==> src/hw/rtl/i2ctcs_pkg.sv <==
// ----------------------------------------------------------------------------
// i2ctcs_pkg
// shared types and codes for the i2c transfer chunk sequencer
// ----------------------------------------------------------------------------
package i2ctcs_pkg;

   localparam int unsigned ADDR_BITS  = 10;
   localparam int unsigned COUNT_BITS = 8;
   localparam int unsigned KIND_BITS  = 3;
   localparam int unsigned MODE_BITS  = 2;

   // event codes on the request channel
   localparam logic [MODE_BITS-1:0] MODE_START    = 2'd0;
   localparam logic [MODE_BITS-1:0] MODE_COMPLETE = 2'd1;
   localparam logic [MODE_BITS-1:0] MODE_RELOAD   = 2'd2;
   localparam logic [MODE_BITS-1:0] MODE_ERROR    = 2'd3;

   // transfer kinds
   localparam logic [KIND_BITS-1:0] KIND_TX         = 3'd0;
   localparam logic [KIND_BITS-1:0] KIND_RX         = 3'd1;
   localparam logic [KIND_BITS-1:0] KIND_TX_DOUBLE  = 3'd2;
   localparam logic [KIND_BITS-1:0] KIND_RX_DOUBLE  = 3'd3;
   localparam logic [KIND_BITS-1:0] KIND_WRITE_READ = 3'd4;

   typedef enum logic [2:0] {
      EVT_START,
      EVT_COMPLETE,
      EVT_RELOAD,
      EVT_ERROR,
      EVT_IGNORE
   } evt_type;

   // classified command passed from front to back
   typedef struct packed {
      evt_type               evt;
      logic [KIND_BITS-1:0]  kind;
      logic                  is_read;
      logic                  is_double;
   } cmd_type;

   // one result transaction
   typedef struct packed {
      logic                  control_write;
      logic [ADDR_BITS-1:0]  target_address;
      logic [COUNT_BITS-1:0] byte_count;
      logic                  reload_flag;
      logic                  read_not_write;
      logic                  send_start;
      logic                  send_stop;
      logic                  switch_buffer;
      logic                  done_res;
      logic                  error_flag;
   } rsp_type;

endpackage

==> src/hw/rtl/i2ctcs_front.sv <==
// ----------------------------------------------------------------------------
// i2ctcs_front
// decodes an incoming transaction into a command for the sequencer back end
// ----------------------------------------------------------------------------
module i2ctcs_front
   import i2ctcs_pkg::*;
(
   input  logic [MODE_BITS-1:0] mode,
   input  logic [KIND_BITS-1:0] kind,
   output cmd_type              cmd
);

   always_comb begin
      cmd.kind      = kind;
      cmd.is_read   = (kind == KIND_RX) || (kind == KIND_RX_DOUBLE);
      cmd.is_double = (kind == KIND_TX_DOUBLE) || (kind == KIND_RX_DOUBLE);
      unique case (mode)
         MODE_START: begin
            if (kind > KIND_WRITE_READ) begin
               cmd.evt = EVT_IGNORE;
            end else begin
               cmd.evt = EVT_START;
            end
         end
         MODE_COMPLETE: cmd.evt = EVT_COMPLETE;
         MODE_RELOAD:   cmd.evt = EVT_RELOAD;
         MODE_ERROR:    cmd.evt = EVT_ERROR;
         default:       cmd.evt = EVT_IGNORE;
      endcase
   end

endmodule

==> src/hw/rtl/i2ctcs_queue.sv <==
// ----------------------------------------------------------------------------
// i2ctcs_queue
// two-entry queue between the front and back ends
// ----------------------------------------------------------------------------
module i2ctcs_queue #(
   parameter int unsigned WIDTH = 8
) (
   input  logic             clock,
   input  logic             reset,
   input  logic             in_valid,
   output logic             in_ready,
   input  logic [WIDTH-1:0] in_data,
   output logic             out_valid,
   input  logic             out_ready,
   output logic [WIDTH-1:0] out_data
);

   logic [WIDTH-1:0] entry_ff [2];
   logic             wr_ptr_ff;
   logic             wr_ptr_in;
   logic             rd_ptr_ff;
   logic             rd_ptr_in;
   logic [1:0]       count_ff;
   logic [1:0]       count_in;
   logic             push;
   logic             pop;

   assign in_ready  = (count_ff != 2'd2);
   assign out_valid = (count_ff != 2'd0);
   assign out_data  = entry_ff[rd_ptr_ff];
   assign push      = in_valid && in_ready;
   assign pop       = out_valid && out_ready;

   always_comb begin
      wr_ptr_in = push ? ~wr_ptr_ff : wr_ptr_ff;
      rd_ptr_in = pop ? ~rd_ptr_ff : rd_ptr_ff;
      count_in  = count_ff;
      if (push && !pop) begin
         count_in = count_ff + 2'd1;
      end else if (pop && !push) begin
         count_in = count_ff - 2'd1;
      end
   end

   always_ff @(posedge clock) begin
      if (reset) begin
         wr_ptr_ff <= 1'b0;
         rd_ptr_ff <= 1'b0;
         count_ff  <= 2'd0;
      end else begin
         wr_ptr_ff <= wr_ptr_in;
         rd_ptr_ff <= rd_ptr_in;
         count_ff  <= count_in;
      end
   end

   always_ff @(posedge clock) begin
      if (push) begin
         entry_ff[wr_ptr_ff] <= in_data;
      end
   end

endmodule

==> src/hw/rtl/i2ctcs_back.sv <==
// ----------------------------------------------------------------------------
// i2ctcs_back
// transfer state, chunk counting and the registered result stage
// ----------------------------------------------------------------------------
module i2ctcs_back
   import i2ctcs_pkg::*;
#(
   parameter int unsigned LENGTH_BITS = 16,
   parameter int unsigned CHUNK_MAX   = 255
) (
   input  logic                   clock,
   input  logic                   reset,
   input  logic                   cmd_valid,
   output logic                   cmd_ready,
   input  cmd_type                cmd,
   input  logic [ADDR_BITS-1:0]   cmd_address,
   input  logic [LENGTH_BITS-1:0] cmd_first,
   input  logic [LENGTH_BITS-1:0] cmd_second,
   output logic                   rsp_valid,
   input  logic                   rsp_ready,
   output rsp_type                rsp
);

   localparam logic [LENGTH_BITS-1:0] CHUNK_LIMIT = LENGTH_BITS'(CHUNK_MAX);

   logic [KIND_BITS-1:0]   kind_ff,  kind_in;
   logic                   busy_ff,  busy_in;
   logic                   rd_ff,    rd_in;
   logic [LENGTH_BITS-1:0] tx_ff,    tx_in;
   logic [LENGTH_BITS-1:0] rx_ff,    rx_in;
   logic [LENGTH_BITS-1:0] sb_ff,    sb_in;
   logic [ADDR_BITS-1:0]   addr_ff,  addr_in;
   logic                   rsp_valid_ff, rsp_valid_in;
   rsp_type                rsp_ff,   rsp_in;
   logic                   pop;

   // shared chunk unit
   logic [LENGTH_BITS-1:0] chunk_src;
   logic [LENGTH_BITS-1:0] chunk_n;
   logic [LENGTH_BITS-1:0] chunk_rest;

   assign cmd_ready = !rsp_valid_ff || rsp_ready;
   assign pop       = cmd_valid && cmd_ready;
   assign rsp_valid = rsp_valid_ff;
   assign rsp       = rsp_ff;

   always_comb begin
      chunk_src = tx_ff;
      unique case (cmd.evt)
         EVT_START:    chunk_src = cmd_first;
         EVT_COMPLETE: chunk_src = rx_ff;
         EVT_RELOAD: begin
            if (rd_ff) begin
               chunk_src = rx_ff;
            end else begin
               chunk_src = tx_ff;
            end
            if ((chunk_src == '0) && (sb_ff != '0)) begin
               chunk_src = sb_ff;
            end
         end
         default:      chunk_src = tx_ff;
      endcase
      chunk_n    = (chunk_src > CHUNK_LIMIT) ? CHUNK_LIMIT : chunk_src;
      chunk_rest = chunk_src - chunk_n;
   end

   always_comb begin
      kind_in = kind_ff;
      busy_in = busy_ff;
      rd_in   = rd_ff;
      tx_in   = tx_ff;
      rx_in   = rx_ff;
      sb_in   = sb_ff;
      addr_in = addr_ff;
      rsp_in  = '0;
      unique case (cmd.evt)
         EVT_START: begin
            kind_in = cmd.kind;
            busy_in = 1'b1;
            addr_in = cmd_address;
            rd_in   = cmd.is_read;
            sb_in   = cmd.is_double ? cmd_second : '0;
            tx_in   = '0;
            rx_in   = (cmd.kind == KIND_WRITE_READ) ? cmd_second : '0;
            if (cmd.is_read) begin
               rx_in = chunk_rest;
            end else begin
               tx_in = chunk_rest;
            end
            rsp_in.control_write  = 1'b1;
            rsp_in.byte_count     = chunk_n[COUNT_BITS-1:0];
            rsp_in.reload_flag    = (chunk_rest != '0) || (sb_in != '0);
            rsp_in.read_not_write = cmd.is_read;
            rsp_in.send_start     = 1'b1;
         end
         EVT_COMPLETE: begin
            if (busy_ff) begin
               if ((kind_ff == KIND_WRITE_READ) && (rx_ff != '0)) begin
                  rx_in   = chunk_rest;
                  kind_in = KIND_RX;
                  rd_in   = 1'b1;
                  rsp_in.control_write  = 1'b1;
                  rsp_in.byte_count     = chunk_n[COUNT_BITS-1:0];
                  rsp_in.reload_flag    = (chunk_rest != '0);
                  rsp_in.read_not_write = 1'b1;
                  rsp_in.send_start     = 1'b1;
               end else begin
                  busy_in          = 1'b0;
                  rsp_in.send_stop = 1'b1;
                  rsp_in.done_res  = 1'b1;
               end
            end
         end
         EVT_RELOAD: begin
            if (busy_ff) begin
               if ((rd_ff ? rx_ff : tx_ff) == '0 && (sb_ff != '0)) begin
                  sb_in                = '0;
                  rsp_in.switch_buffer = 1'b1;
               end
               if (rd_ff) begin
                  rx_in = chunk_rest;
               end else begin
                  tx_in = chunk_rest;
               end
               rsp_in.control_write  = 1'b1;
               rsp_in.byte_count     = chunk_n[COUNT_BITS-1:0];
               rsp_in.reload_flag    = (chunk_rest != '0) || (sb_in != '0);
               rsp_in.read_not_write = rd_ff;
            end
         end
         EVT_ERROR: begin
            if (busy_ff) begin
               busy_in           = 1'b0;
               rsp_in.send_stop  = 1'b1;
               rsp_in.done_res   = 1'b1;
               rsp_in.error_flag = 1'b1;
            end
         end
         default: begin
            rsp_in = '0;
         end
      endcase
      rsp_in.target_address = addr_in;
   end

   always_comb begin
      rsp_valid_in = rsp_valid_ff;
      if (pop) begin
         rsp_valid_in = 1'b1;
      end else if (rsp_ready) begin
         rsp_valid_in = 1'b0;
      end
   end

   always_ff @(posedge clock) begin
      if (reset) begin
         kind_ff      <= '0;
         busy_ff      <= 1'b0;
         rd_ff        <= 1'b0;
         tx_ff        <= '0;
         rx_ff        <= '0;
         sb_ff        <= '0;
         addr_ff      <= '0;
         rsp_valid_ff <= 1'b0;
      end else begin
         rsp_valid_ff <= rsp_valid_in;
         if (pop) begin
            kind_ff <= kind_in;
            busy_ff <= busy_in;
            rd_ff   <= rd_in;
            tx_ff   <= tx_in;
            rx_ff   <= rx_in;
            sb_ff   <= sb_in;
            addr_ff <= addr_in;
         end
      end
   end

   always_ff @(posedge clock) begin
      if (pop) begin
         rsp_ff <= rsp_in;
      end
   end

endmodule

==> src/hw/rtl/i2c_transfer_chunk_sequencer_unit.sv <==
// ----------------------------------------------------------------------------
// i2c_transfer_chunk_sequencer_unit
// splits i2c master transfers into chunks of at most CHUNK_MAX bytes
//
//   channel  direction  handshake              contents
//   req_     in         req_valid / req_ready  event, kind, address, lengths
//   rsp_     out        rsp_valid / rsp_ready  control word and status flags
//
// one transaction per cycle sustained while rsp_ready holds; a result is registered
// in the back end's result stage after its request has passed through the queue
// the front decoder and back sequencer are parted by a two-entry queue, so up
// to two requests are still taken while a result waits on rsp_ready
// synchronous active-high reset clears all transfer state and empties the queue
// ----------------------------------------------------------------------------
module i2c_transfer_chunk_sequencer_unit
   import i2ctcs_pkg::*;
#(
   parameter int unsigned LENGTH_BITS = 16,
   parameter int unsigned CHUNK_MAX   = 255
) (
   input  logic                   clock,
   input  logic                   reset,
   input  logic                   req_valid,
   output logic                   req_ready,
   input  logic [MODE_BITS-1:0]   req_mode,
   input  logic [KIND_BITS-1:0]   req_transfer_kind,
   input  logic [ADDR_BITS-1:0]   req_device_address,
   input  logic [LENGTH_BITS-1:0] req_first_length,
   input  logic [LENGTH_BITS-1:0] req_second_length,
   output logic                   rsp_valid,
   input  logic                   rsp_ready,
   output logic                   rsp_control_write,
   output logic [ADDR_BITS-1:0]   rsp_target_address,
   output logic [COUNT_BITS-1:0]  rsp_byte_count,
   output logic                   rsp_reload_flag,
   output logic                   rsp_read_not_write,
   output logic                   rsp_send_start,
   output logic                   rsp_send_stop,
   output logic                   rsp_switch_buffer,
   output logic                   rsp_done_res,
   output logic                   rsp_error_flag
);

   localparam int unsigned QW = $bits(cmd_type) + ADDR_BITS + 2 * LENGTH_BITS;

   cmd_type                front_cmd;
   cmd_type                back_cmd;
   logic [QW-1:0]          q_in_data;
   logic [QW-1:0]          q_out_data;
   logic                   q_out_valid;
   logic                   q_out_ready;
   logic [ADDR_BITS-1:0]   back_address;
   logic [LENGTH_BITS-1:0] back_first;
   logic [LENGTH_BITS-1:0] back_second;
   rsp_type                rsp;

   i2ctcs_front u_front (
      .mode (req_mode),
      .kind (req_transfer_kind),
      .cmd  (front_cmd)
   );

   assign q_in_data = {front_cmd, req_device_address, req_first_length, req_second_length};

   i2ctcs_queue #(
      .WIDTH (QW)
   ) u_queue (
      .clock     (clock),
      .reset     (reset),
      .in_valid  (req_valid),
      .in_ready  (req_ready),
      .in_data   (q_in_data),
      .out_valid (q_out_valid),
      .out_ready (q_out_ready),
      .out_data  (q_out_data)
   );

   assign {back_cmd, back_address, back_first, back_second} = q_out_data;

   i2ctcs_back #(
      .LENGTH_BITS (LENGTH_BITS),
      .CHUNK_MAX   (CHUNK_MAX)
   ) u_back (
      .clock       (clock),
      .reset       (reset),
      .cmd_valid   (q_out_valid),
      .cmd_ready   (q_out_ready),
      .cmd         (back_cmd),
      .cmd_address (back_address),
      .cmd_first   (back_first),
      .cmd_second  (back_second),
      .rsp_valid   (rsp_valid),
      .rsp_ready   (rsp_ready),
      .rsp         (rsp)
   );

   assign rsp_control_write  = rsp.control_write;
   assign rsp_target_address = rsp.target_address;
   assign rsp_byte_count     = rsp.byte_count;
   assign rsp_reload_flag    = rsp.reload_flag;
   assign rsp_read_not_write = rsp.read_not_write;
   assign rsp_send_start     = rsp.send_start;
   assign rsp_send_stop      = rsp.send_stop;
   assign rsp_switch_buffer  = rsp.switch_buffer;
   assign rsp_done_res       = rsp.done_res;
   assign rsp_error_flag     = rsp.error_flag;

endmodule

==> config.mk <==
export PLATFORM = sky130hd
export DESIGN_NAME = i2c_transfer_chunk_sequencer_unit
export DESIGN_NICKNAME = d
export VERILOG_FILES = /design/src/hw/rtl/i2ctcs_pkg.sv /design/src/hw/rtl/i2ctcs_front.sv /design/src/hw/rtl/i2ctcs_queue.sv /design/src/hw/rtl/i2ctcs_back.sv /design/src/hw/rtl/i2c_transfer_chunk_sequencer_unit.sv
export SDC_FILE = /design/constraint.sdc
export NUM_CORES = 1
export LEC_CHECK = 0
export BUFFER_PORTS_ARGS = -buffer_cell sky130_fd_sc_hd__buf_4
export CORE_ASPECT_RATIO = 1.25
export CORE_MARGIN = 1
export CORE_UTILIZATION = 54
export DETAILED_ROUTE_END_ITERATION = 10
export PLACE_DENSITY = 0.81
export SETUP_SLACK_MARGIN = 0.02
export SYNTH_ARGS = -nofsm -noshare
export SYNTH_HDL_FRONTEND = slang
export SYNTH_HIERARCHICAL = 1
export SYNTH_SLANG_ARGS = --single-unit
==> constraint.sdc <==
create_clock -name clock -period 4.3 [get_ports clock]
set_input_delay 0.215 -clock clock [delete_from_list [all_inputs] [get_ports clock]]
set_output_delay 0.215 -clock clock [all_outputs]
set_load 0.05 [all_outputs]
# Word-level counts from Yosys, hierarchy flattened
# Memory sizes are Yosys's and may differ from the RTL's. A register that Yosys moved wholly into a read port is not among the register bits.
# Cells that the tools add are included.
# op_classes
add_sub_neg	3
order_cmp	2
eq_ne	17
mux	55
n_bitwise	2
n_reduce_logical	37
# ops
operator	count
16-bit two-way mux	18
16-bit case mux with 3 select lines	2
16-bit nonzero test	5
16-bit case mux with 2 select lines	2
16-bit zero test	2
10-bit case mux with 3 select lines	1
10-bit two-way mux	2
16-bit by 8-bit greater-than comparator with 1-bit output (second input constant)	1
16-bit subtractor	1
1-bit two-way mux	14
3-bit by 2-bit equality test with 1-bit output (second input constant)	4
12-bit two-way mux	1
3-bit case mux with 4 select lines	1
11-bit two-way mux	1
2-bit nonzero test	5
3-bit two-way mux	3
2-bit by 1-bit inequality test with 1-bit output (second input constant)	4
1-bit case mux with 2 select lines	4
4-bit AND reduction	2
1-bit logical AND	7
3-bit by 1-bit equality test with 1-bit output (second input constant)	2
3-bit equality test (second input constant)	2
2-bit two-way mux	3
1-bit case mux with 3 select lines	2
16 further kinds	27
# word_totals
register_bits	94
ramBits	100
inputBits	51
output_inout_bits	28
mem_count	1
# mem_list
memory	depth	width	read_ports	rd_ports_with_merged_regs	write_ports	line_no	rtl
u_queue.entry_ff	2	50	1	1	1	i2ctcs_queue.sv:18	logic [WIDTH-1:0] entry_ff [2];

# Longest topological paths before layout
# depth
ltp_word	13
depth_mapped	22
depth_no_buf	16

# Modules after synthesis
# The synthesis kept the hierarchy.
# modules_own_cells
mod	instances	cells_per_inst	area_per_inst_um2	seq_area_each_um2
i2ctcs_back	1	613	5197.5	2031.9
i2ctcs_queue	1	180	3817.4	3103.0
i2ctcs_front	1	9	61.3	0.0

# Worst setup path after synthesis
# Ideal clock, no wire load.
# synth_path
kind	reg-to-reg
startpoint	register with a tool-made name
endpoint	register u_back.rsp_ff (netlist bit u_back/rsp[6]) (data pin)
setup_ns	0.276
arrival_time_ns	3.983
required_time_ns	4.024
path_slack_ns	0.041
path_stages_with_launch	21
n_path_buf	5
synth_period_minus_slack_ns	4.259
cell_sequence	dfxtp_1 > clkbuf_1 > buf_2 > mux2_2 > buf_6 > or2_2 > nor2_1 > a32o_1 > nor3_2 > and4_4 > and3_1 > buf_2 > buf_2 > nor2_1 > inv_1 > ha_1 > a311o_1 > a211o_1 > a21oi_1 > nor4b_1 > a31oi_1
# synth_rtl
element	line_no	rtl
end signal, assigned	i2ctcs_back.sv:182	rsp_ff <= rsp_in;
end, declared	i2ctcs_back.sv:34	rsp_type rsp_ff, rsp_in;

==> reports/results.ini <==
[die]
num_rows=52
io_pins=79
die_w_um=118
core_area_um2=16300
die_h_um=147
die-area_um2=17300
initial_core_util_pct=55.6

[sta]
hold_viol=0
slew_violations=0
setup_violations=0
finalCriticalPeriod_ns=4.08
fmax_mhz=245
tns_ns=0
rsz0062_at_grt=no
max_slew_margin_pct=25.5
fin_skew_ns=0.0115
period_share_pct=94.8
worstMarginPinSlew_ns=1.12

[logic_synthesis]
synth.avg_cell_area_um2=11.3
synth_area_leader_cell=edfxtp_1
yosys_warnings=6
synth_edf_count=125
synth_nets=855
synth.cell_area_um2=9080
synth_cell_types=81
yosysTopAreaCellShare_pct=41.4
synthFlopType=edfxtp_1
yosys_register_bits=194
synth_area_leaders=edfxtp_1 (41%), dfxtp_1 (15%), mux2_2 (7.3%)
syn_inst=802
synth_seq_area_share_pct=56.6
synthArstFlopShare_pct=0

[clock_network]
htreeDepth=4
tritoncts=built
worstSkewPairLatency_ns=0.44
cts_made_buffers=17
root_buffer=clkbuf_16
cts_buffer_depth=2
cts.clk_slew.worst_paths_ns=0.08
cts_sinks=194

[placement]
dp.cells=1088
io_buffers=78
gp_congestion=1.10
dp_hpwl_um=18600

[setup_path]
path_class=register to register
start_kind=register
r2r_cells=17
cp.arrival_ns=4.26
r2r_end=u_back/rsp[6]
required_ns=4.48
r2r_setup_slack_ns=0.22
critPathCapture=u_back/rsp[6]
cp-end-kind=register
crit_fanout=11

[run_status]
outcome=finished, final reports clean

[route]
vias=7291
drtAntennaViolNets=0
drt-initial-drc-count=729
first_pass_iters=5
route.detailed.drc=0
viasPerCell=6.24
route.detailed.wl_per_inst_um=22.4
routed_wl_um=26100

[layout]
regArea_um2=5140
finalNonFillerCells=1168
nNetsFinal=992
antennaDiodeCount=0
nFillCells=1218
multiInputGateArea_um2=3650
drive_gt1_share_pct=26.3
syn_to_final_growth_pct=22.4
final_util_pct=68.0

[power]
p_total_mw=8.30
p_per_area_nw_per_um2=747
vdd_ir_drop_max_uv=384
p_leak_nw=4.04

[global_route]
grt-ovfl-total=0
grt_first_pass_wirelength_um=40100
track_usage_pct=30.9
grt_antenna_before_repair=0
grt_pass1_vias=7284
grt_max_degree=70

[worst_hold_path]
hp-class=primary input to register
hold-path-cell-count=3

[flow_run]
cap_violations=0

layer usage:
layer  part of all wire, %  track usage, %
met5                     0               0
met4                   7.3            22.6
met2                    48            51.6
met3                   6.1            5.12
met1                    38            36.0
placed cells by master (no fill, tap or decap), types with 6 or more instances in the layout:
cell	instances
or2_2	7
a311oi_1	12
nor2b_1	11
nor3_1	13
clkbuf_16	17
and2_1	6
nand2_1	61
o22ai_1	7
o21ai_1	6
edfxtp_1	125
nor4_1	11
nor2_1	84
o21ai_0	16
dfxtp_1	68
mux2_2	59
a21oi_1	39
a211oi_1	14
and3_1	6
dlygate4sd3_1	47
a22oi_1	40
buf_4	121
a31oi_1	7
nand3_1	15
mux2i_1	6
inv_1	19
nand2b_1	7
worst min-delay path by stage:
stage,from,end,slack [ns]
CTS,req_valid,u_queue/wr_ptr_ff,0.08
global placement,req_second_length[5],u_queue/entry_ff[0][5],0.40
detailed placement,req_first_length[4],u_queue/entry_ff[0][20],0.40
finish,req_valid,u_queue/wr_ptr_ff,0.09
global route,req_valid,u_queue/wr_ptr_ff,0.09
floorplan,reset,u_queue/count_ff[1],0.28
synth_stat cells (all sizes together), types with 6 or more instances:
master / n
edfxtp: 125
a22oi: 40
nor4: 14
a31oi: 9
nor3b: 6
inv: 20
nand3: 15
nand4: 6
nor2: 86
nor2b: 11
buf: 24
a211oi: 17
nand2: 62
and2: 6
a21oi: 43
and3: 8
nand2b: 7
a311oi: 12
mux2i: 6
mux2: 63
o22ai: 7
clkbuf: 26
o21ai: 22
or2: 9
nor3: 15
dfxtp: 69
layout make-up:
| cell class | count | share of cell area (%) |
|---|---|---|
| sequential | 194 | 46.2 |
| multi-input combinational | 538 | 32.8 |
| timing repair buffer | 168 | 12.4 |
| clock buffer | 17 | 3.83 |
| tap | 216 | 2.43 |
| clock inverter | 15 | 1.58 |
| inverter | 20 | 0.676 |
cells by family (layout without fill, tap and decap cells):
group | count (synthesis) | in the layout | share of synthesized area [%]
buffers and inverters | 70 | 220 | 3.54
muxes | 69 | 69 | 8.48
DFF | 194 | 194 | 56.6
and+or+nand+nor | 266 | 266 | 15.2
xor gates and xnor gates | 7 | 7 | 0.676
AOI/OAI and AO/OA | 194 | 194 | 15.3
adders and majority gates | 2 | 2 | 0.276
state kept, by name, summed over array words and instances, names as in the netlist, named ones only:
| signal | cells |
|---|---|
| u_back/rsp | 25 |
| u_back/rd_ff | 1 |
| u_back/addr_ff | 10 |
| u_back/tx_ff | 16 |
| u_back/rsp_valid | 1 |
| u_queue/rd_ptr_ff | 1 |
| u_queue/entry_ff | 100 |
| u_queue/wr_ptr_ff | 1 |
| u_queue/count_ff | 2 |
| u_back/rx_ff | 16 |
| u_back/sb_ff | 16 |
| u_back/kind_ff | 3 |
| u_back/busy_ff | 1 |
through the flow:
stage	hold WS, ns	setup WS (ns)	instance area (µm²)
6_report	0.0865	0.224	11100
5_1_grt	0.0860	0.0251	11100
4_1_cts	0.0764	0.0818	11100
3_5_place_dp	0.402	0.0966	10000
3_3_place_gp	0.400	0.173	10000
2_1_floorplan	0.284	0.0411	9080
worst max-delay path, stage by stage, from the launching register on:
cell      delay (ns)
dfxtp_2         0.39
buf_4           0.16
mux2_1          0.40
and3b_1         0.25
a211oi_1        0.31
o221ai_1        0.20
a31oi_2         0.24
and4_4          0.28
and3_1          0.18
nor2_1          0.06
inv_1           0.05
ha_1            0.23
buf_4           0.21
nand2_1         0.06
a211o_1         0.30
a21oi_1         0.12
nor4b_1         0.24
a31oi_1         0.11
where the power goes:
group | switching (mW) | internal (mW) | leakage, nW | total [mW]
Clock | 0.733 | 0.877 | 0.293 | 1.61
Sequential | 0.174 | 2.37 | 1.74 | 2.55
Combinational | 2.68 | 1.46 | 2.01 | 4.14
what timing repair did:
action	4_1_cts	5_1_grt
hold buffers	47	0
setup endpoints to repair	0	6
endpoints found under the hold margin	94	0
gates resized for setup	0	4
buffers inserted	0	1
Power figures use the tool's default switching activity.
